<file path="src/sv/hm45_pkg.sv">
package hm45_pkg;

  localparam int TAPS         = 33;
  localparam int SAMPLE_WIDTH = 16;
  localparam int OUT_WIDTH    = 17;
  localparam int SUM_SHIFT    = 16;
  localparam int DIGIT_W      = 4;
  localparam int TAP_W        = 16;
  localparam int TAP_IDX_W    = 6;

  // Q15 taps; index 0 meets the newest sample.
  function automatic logic signed [TAP_W-1:0] tap_coef(input logic [TAP_IDX_W-1:0] idx);
    logic signed [TAP_W-1:0] c;
    case (idx)
      6'd0:    c = 16'sd43;
      6'd1:    c = 16'sd5;
      6'd2:    c = 16'sd126;
      6'd3:    c = -16'sd28;
      6'd4:    c = 16'sd274;
      6'd5:    c = -16'sd144;
      6'd6:    c = 16'sd493;
      6'd7:    c = -16'sd416;
      6'd8:    c = 16'sd771;
      6'd9:    c = -16'sd960;
      6'd10:   c = 16'sd1073;
      6'd11:   c = -16'sd2001;
      6'd12:   c = 16'sd1349;
      6'd13:   c = -16'sd4287;
      6'd14:   c = 16'sd1542;
      6'd15:   c = -16'sd14525;
      6'd16:   c = -16'sd21550;
      6'd17:   c = 16'sd14525;
      6'd18:   c = 16'sd1542;
      6'd19:   c = 16'sd4287;
      6'd20:   c = 16'sd1349;
      6'd21:   c = 16'sd2001;
      6'd22:   c = 16'sd1073;
      6'd23:   c = 16'sd960;
      6'd24:   c = 16'sd771;
      6'd25:   c = 16'sd416;
      6'd26:   c = 16'sd493;
      6'd27:   c = 16'sd144;
      6'd28:   c = 16'sd274;
      6'd29:   c = 16'sd28;
      6'd30:   c = 16'sd126;
      6'd31:   c = -16'sd5;
      6'd32:   c = 16'sd43;
      default: c = '0;
    endcase
    return c;
  endfunction

endpackage

</file>
<file path="src/sv/hilbert_minus45_fir.sv">
// Channel   Direction  Signals
// sample    in         in_valid_i, in_stall_o, sample_in_i
// result    out        out_valid_o, out_stall_i, filtered_out_o
//
// A sample runs all taps once per 4-bit digit; the next waits until its result is loaded.
// A single 16 x 4 bit multiply-accumulate handles one tap and one 4-bit sample digit per cycle.
// Reset clears the sample history, the controller and the result register.
// A result held by out_stall_i does not block the next sample from being taken.
module hilbert_minus45_fir #(
  parameter int SAMPLE_WIDTH = hm45_pkg::SAMPLE_WIDTH
) (
  input  logic                                  clk_i,
  input  logic                                  rst_ni,
  input  logic                                  in_valid_i,
  output logic                                  in_stall_o,
  input  logic signed [SAMPLE_WIDTH-1:0]        sample_in_i,
  output logic                                  out_valid_o,
  input  logic                                  out_stall_i,
  output logic signed [hm45_pkg::OUT_WIDTH-1:0] filtered_out_o
);

  localparam int NumDigits = (SAMPLE_WIDTH + hm45_pkg::DIGIT_W - 1) / hm45_pkg::DIGIT_W;
  localparam int DigW      = (NumDigits > 1) ? $clog2(NumDigits) : 1;
  localparam int XW        = NumDigits * hm45_pkg::DIGIT_W;
  localparam int ProdW     = hm45_pkg::TAP_W + hm45_pkg::DIGIT_W + 1;
  localparam int AccMin    = hm45_pkg::SUM_SHIFT + hm45_pkg::OUT_WIDTH;
  localparam int AccW      = (XW + 18 > AccMin) ? XW + 18 : AccMin;
  localparam int TW        = hm45_pkg::TAP_IDX_W;

  typedef enum logic [1:0] {
    StIdle,
    StRun,
    StFinish
  } state_e;

  state_e                                state_q;
  logic signed [SAMPLE_WIDTH-1:0]        hist_q [hm45_pkg::TAPS];
  logic [TW-1:0]                         tap_q;
  logic [DigW-1:0]                       dig_q;
  logic signed [AccW-1:0]                acc_q;
  logic signed [AccW-1:0]                acc_d;
  logic                                  out_valid_q;
  logic signed [hm45_pkg::OUT_WIDTH-1:0] out_q;

  logic                                  in_xfer;
  logic                                  out_free;
  logic signed [XW-1:0]                  xs;
  logic [hm45_pkg::DIGIT_W-1:0]          digit;
  logic signed [hm45_pkg::DIGIT_W:0]     digit_s;
  logic signed [hm45_pkg::TAP_W-1:0]     coef;
  logic signed [ProdW-1:0]               prod;

  assign in_stall_o     = (state_q != StIdle);
  assign in_xfer        = in_valid_i && !in_stall_o;
  assign out_free       = !out_valid_q || !out_stall_i;
  assign out_valid_o    = out_valid_q;
  assign filtered_out_o = out_q;

  assign xs      = XW'(hist_q[0]);
  assign digit   = xs[dig_q * hm45_pkg::DIGIT_W +: hm45_pkg::DIGIT_W];
  assign digit_s = (dig_q == DigW'(NumDigits - 1)) ? {digit[hm45_pkg::DIGIT_W-1], digit}
                                                   : {1'b0, digit};
  assign coef    = hm45_pkg::tap_coef(tap_q);
  assign prod    = coef * digit_s;

  // Digits go most significant first, so the sum is shifted one digit at the start of each pass.
  always_comb begin
    if (tap_q == '0) begin
      acc_d = (acc_q <<< hm45_pkg::DIGIT_W) + AccW'(prod);
    end else begin
      acc_d = acc_q + AccW'(prod);
    end
  end

  always_ff @(posedge clk_i or negedge rst_ni) begin
    if (!rst_ni) begin
      state_q     <= StIdle;
      tap_q       <= '0;
      dig_q       <= '0;
      acc_q       <= '0;
      out_valid_q <= 1'b0;
      out_q       <= '0;
      for (int i = 0; i < hm45_pkg::TAPS; i++) begin
        hist_q[i] <= '0;
      end
    end else begin
      if (out_valid_q && !out_stall_i && (state_q != StFinish)) begin
        out_valid_q <= 1'b0;
      end
      case (state_q)
        StIdle: begin
          if (in_xfer) begin
            hist_q[0] <= sample_in_i;
            for (int i = 1; i < hm45_pkg::TAPS; i++) begin
              hist_q[i] <= hist_q[i-1];
            end
            tap_q   <= '0;
            dig_q   <= DigW'(NumDigits - 1);
            acc_q   <= '0;
            state_q <= StRun;
          end
        end
        StRun: begin
          acc_q <= acc_d;
          for (int i = 0; i < hm45_pkg::TAPS - 1; i++) begin
            hist_q[i] <= hist_q[i+1];
          end
          hist_q[hm45_pkg::TAPS-1] <= hist_q[0];
          if (tap_q == TW'(hm45_pkg::TAPS - 1)) begin
            tap_q <= '0;
            if (dig_q == '0) begin
              state_q <= StFinish;
            end else begin
              dig_q <= dig_q - 1'b1;
            end
          end else begin
            tap_q <= tap_q + 1'b1;
          end
        end
        StFinish: begin
          if (out_free) begin
            out_q       <= acc_q[AccMin-1:hm45_pkg::SUM_SHIFT];
            out_valid_q <= 1'b1;
            state_q     <= StIdle;
          end
        end
        default: begin
          state_q <= StIdle;
        end
      endcase
    end
  end

  a_tap_in_range: assert property (@(posedge clk_i) disable iff (!rst_ni)
    tap_q < TW'(hm45_pkg::TAPS))
    else $error("tap counter out of range");

  a_sample_enters: assert property (@(posedge clk_i) disable iff (!rst_ni)
    in_xfer |=> (state_q == StRun) && (hist_q[0] == $past(sample_in_i)) && (tap_q == '0))
    else $error("accepted sample not at head of history");

  a_result_loaded: assert property (@(posedge clk_i) disable iff (!rst_ni)
    (state_q == StFinish) && out_free |=>
      out_valid_o && (filtered_out_o == $past(acc_q[AccMin-1:hm45_pkg::SUM_SHIFT])))
    else $error("finished sum not transferred to result register");

endmodule

</file>
<file path="config.mk">
export PLATFORM = sky130hd
export DESIGN_NAME = hilbert_minus45_fir
export DESIGN_NICKNAME = d
export VERILOG_FILES = /design/src/sv/hm45_pkg.sv /design/src/sv/hilbert_minus45_fir.sv
export SDC_FILE = /design/constraint.sdc
export NUM_CORES = 2
export LEC_CHECK = 0
export BUFFER_PORTS_ARGS = -buffer_cell sky130_fd_sc_hd__buf_2
export CAP_MARGIN = 20
export CORE_ASPECT_RATIO = 1.25
export CORE_MARGIN = 2
export CORE_UTILIZATION = 30
export CTS_CLUSTER_DIAMETER = 120
export DETAILED_ROUTE_END_ITERATION = 10
export GPL_ROUTABILITY_DRIVEN = 0
export GPL_TIMING_DRIVEN = 0
export SLEW_MARGIN = 20
export SYNTH_ARGS = -nofsm -noshare
export SYNTH_HDL_FRONTEND = slang
export SYNTH_SLANG_ARGS = --single-unit
</file>
<file path="constraint.sdc">
create_clock -name clk_i -period 11 [get_ports clk_i]
set_input_delay 0.55 -clock clk_i [delete_from_list [all_inputs] [get_ports clk_i]]
set_output_delay 0.55 -clock clk_i [all_outputs]
set_load 0.01 [all_outputs]
</file>
==> qor.yml <==
status:
  status: "finished clean"
sta:
  finClkSkew_ns: 0.03599
  fmaxAchievable_mhz: 106.9
  worst_slew_pin_slew_ns: 1.056
  worst_slack_ns: 1.643
  setup_viol: 0
  relSlewSlack_pct: 29.34
  holdWs_ns: 0.1561
  hold_viol: 0
  slew_violations: 0
  fin_setup_tns_ns: 0
  layout_min_cycle_time_ns: 9.357
  grt_setup_unrepaired: "false"
  period_share_pct: 85.07
logic_synthesis:
  yosysTopAreaCellShare_pct: 45.67
  synth_area_um2: 32270
  synth_cells: 3982
  synth_warnings: 0
  syn_nets: 4164
  syn_area_per_cell_um2: 8.105
  synthTopCellsByArea: "dfrtp_1, nand2_1, a31oi_1"
  synth_most_common_cell: "nand2_1"
  yosys_most_used_dff: "dfrtp_1"
  synthArstFlopShare_pct: 100.0
  synth_edf_count: 0
  synth.yosys.seq_area_share_pct: 45.67
  synth_seq_cells: 589
  yosys.area.top_type: "dfrtp_1"
  synth_cell_types: 64
  post_synth_most_frequent_cells: "nand2_1, nor2_1, dfrtp_1, a31oi_1, clkbuf_1"
worst_setup_path:
  required_ns: 11.49
  crit_path_max_incr_delay_ns: 0.78
  cp_top_family: "compound AO/OA/AOI/OAI gates"
  r2r_start: "dig_q[1]$_DFFE_PN0P_"
  crit_type: "register to register"
  path_max_fanout: 13
  crit_buf_inv: 7
  cp-end-kind: "register"
  crit_path_top_delay_cell: "o21ai_0"
  crit_arrival_ns: 9.84
  crit_path_start_kind: "register"
  cp-startpoint: "dig_q[1]$_DFFE_PN0P_"
floorplanning:
  rows: 134
  die_area_um2: 110200
  initial_core_util_pct: 30.22
  io_pins: 39
  core_area_um2: 106800
  die-height_um: 370.7
  dieWidth_um: 297.4
routing:
  dr.pass1.iters: 7
  finalWirelength_um: 89660
  postRouteAntennaNets: 0
  wl_per_cell_um: 16.12
  drc: 0
  drtIter0Drc: 1859
  avgViaCountPerCell: 4.914
  vias: 27330
place:
  dp_cells: 5455
  dp_worst_setup_slack_ns: 1.597
  portBuffers: 38
  hpwl_um: 68910
global_route:
  grtUsageTotal_pct: 16.16
  grt_pass1_vias: 27460
  antenna_found_initial: 3
  grt_max_degree: 98
  overflow: 0
  grt_pass1_wl_um: 147500
layout:
  layoutNonFillerInstCount: 5563
  antennaDiodeCount: 0
  regArea_um2: 14740
  nNetsFinal: 4270
  multi_input_area_um2: 16060
  fillers: 11190
  drive_gt1_share_pct: 4.450
  area_growth_pct: 13.03
clock_network:
  insertion_delay_ns: 0.66
  cts_resized: 0
  cts_buffers: 58
  clockBufferDepth: 3
  clk_pin_slew_ns: 0.07
  cts.root.buffer_cell: "clkbuf_16"
  htreeDepth: 2
  cts_sinks: 589
  cts_tree: "built"
min_path:
  holdCritStartpoint: "sample_in_i[9]"
  holdCritPathClass: "input pin to register"
run:
  cap_viol_max_count: 0
[routing by layer]
metal  wire, um  GRT usage [%]  vias to the layer above  part of all wire (%)
met5         26              0                        -                 0.029
met4       3352          6.177                        4                   3.7
met3       2855          1.652                      192                   3.2
met2      45190          29.69                      543                    50
met1      38230          19.39                    12940                    43
li1           -              -                    13660                     -
[final timing paths]
kind                                                       end  slack, ns  cells after the start
worst max-delay path                     acc_q[31]$_DFFE_PN0P_       1.64                     32
worst min-delay path                         xs[9]$_DFFE_PN0P_       0.16                      3
worst max register to register           acc_q[31]$_DFFE_PN0P_       1.64                     32
worst min register to register  filtered_out_o[10]$_DFFE_PN0P_       0.50                      1
max in group asynchronous              hist_q[494]$_DFFE_PN0P_       9.05                      4
min in group asynchronous              hist_q[266]$_DFFE_PN0P_       0.52                      2
[area by class of cell]
cell class                      instances  share of cell area [%]
Multi-Input combinational cell       2999                   44.03
Sequential cell                       589                   40.41
Tap cell                             1428                   4.898
Clock buffer                           77                   4.562
Buffer                                277                   2.857
Inverter                              117                   1.204
Timing Repair Buffer                   46                   1.060
Clock inverter                         30                  0.9845
[placed cells by master (no fill, tap or decap), types with 7 or more instances in the layout]
cell	instances
a21o_1	24
nor2b_1	10
o21ai_1	8
o22ai_1	8
a21oi_1	77
a22oi_1	14
clkbuf_16	59
or2_2	8
o21bai_1	13
dfrtp_1	589
and2_1	12
a211oi_1	10
nor3_1	15
o211ai_1	15
nand3_1	13
or3_1	7
inv_1	114
mux2i_1	11
buf_1	18
a31oi_1	537
xor2_1	25
o21ai_0	83
ha_1	110
nand2b_1	11
o21a_1	13
clkbuf_1	263
buf_2	39
clkbuf_8	12
nor2_1	635
clkinv_2	15
nand2_1	1146
fa_1	52
mux2_2	20
xnor2_1	48
[tightest hold or removal path: stages]
cell,delay (ns)
buf_2,0.10
nand2_1,0.05
a31oi_1,0.07
[what timing repair did]
| item | 4_1_cts | 5_1_grt |
|---|---|---|
| hold buffers | 1 | 0 |
| hold endpoints to repair | 84 | 0 |
| setup buffers | 0 | 0 |
[cells by family (layout without fill, tap and decap cells)]
family | count (synthesis) | after routing | share of synthesized area (%)
xor+xnor | 74 | 74 | 2.008
flops | 589 | 589 | 45.67
compound gates | 854 | 854 | 16.67
simple gates | 1878 | 1878 | 22.53
mux | 31 | 31 | 1.039
buf+inv | 394 | 547 | 4.590
fa+ha+maj | 162 | 162 | 7.490
[flip-flops by register name (all words and copies together) (netlist names)]
signal	cells
filtered_out_o	17
hist_q	512
tap_q	6
xs	16
acc_q	33
state_q	2
out_valid_o	1
dig_q	2
[through the flow]
stage	util (%)	instance area [um^2]
after floorplan	-	32270
after global routing	34.15	36480
after detailed placement	32.25	34440
final	34.15	36480
after CTS	34.15	36480
after global placement	32.07	34250
Power is not shown: default switching activity piles up to over one toggle a cycle in this logic, so the estimate is an artifact.
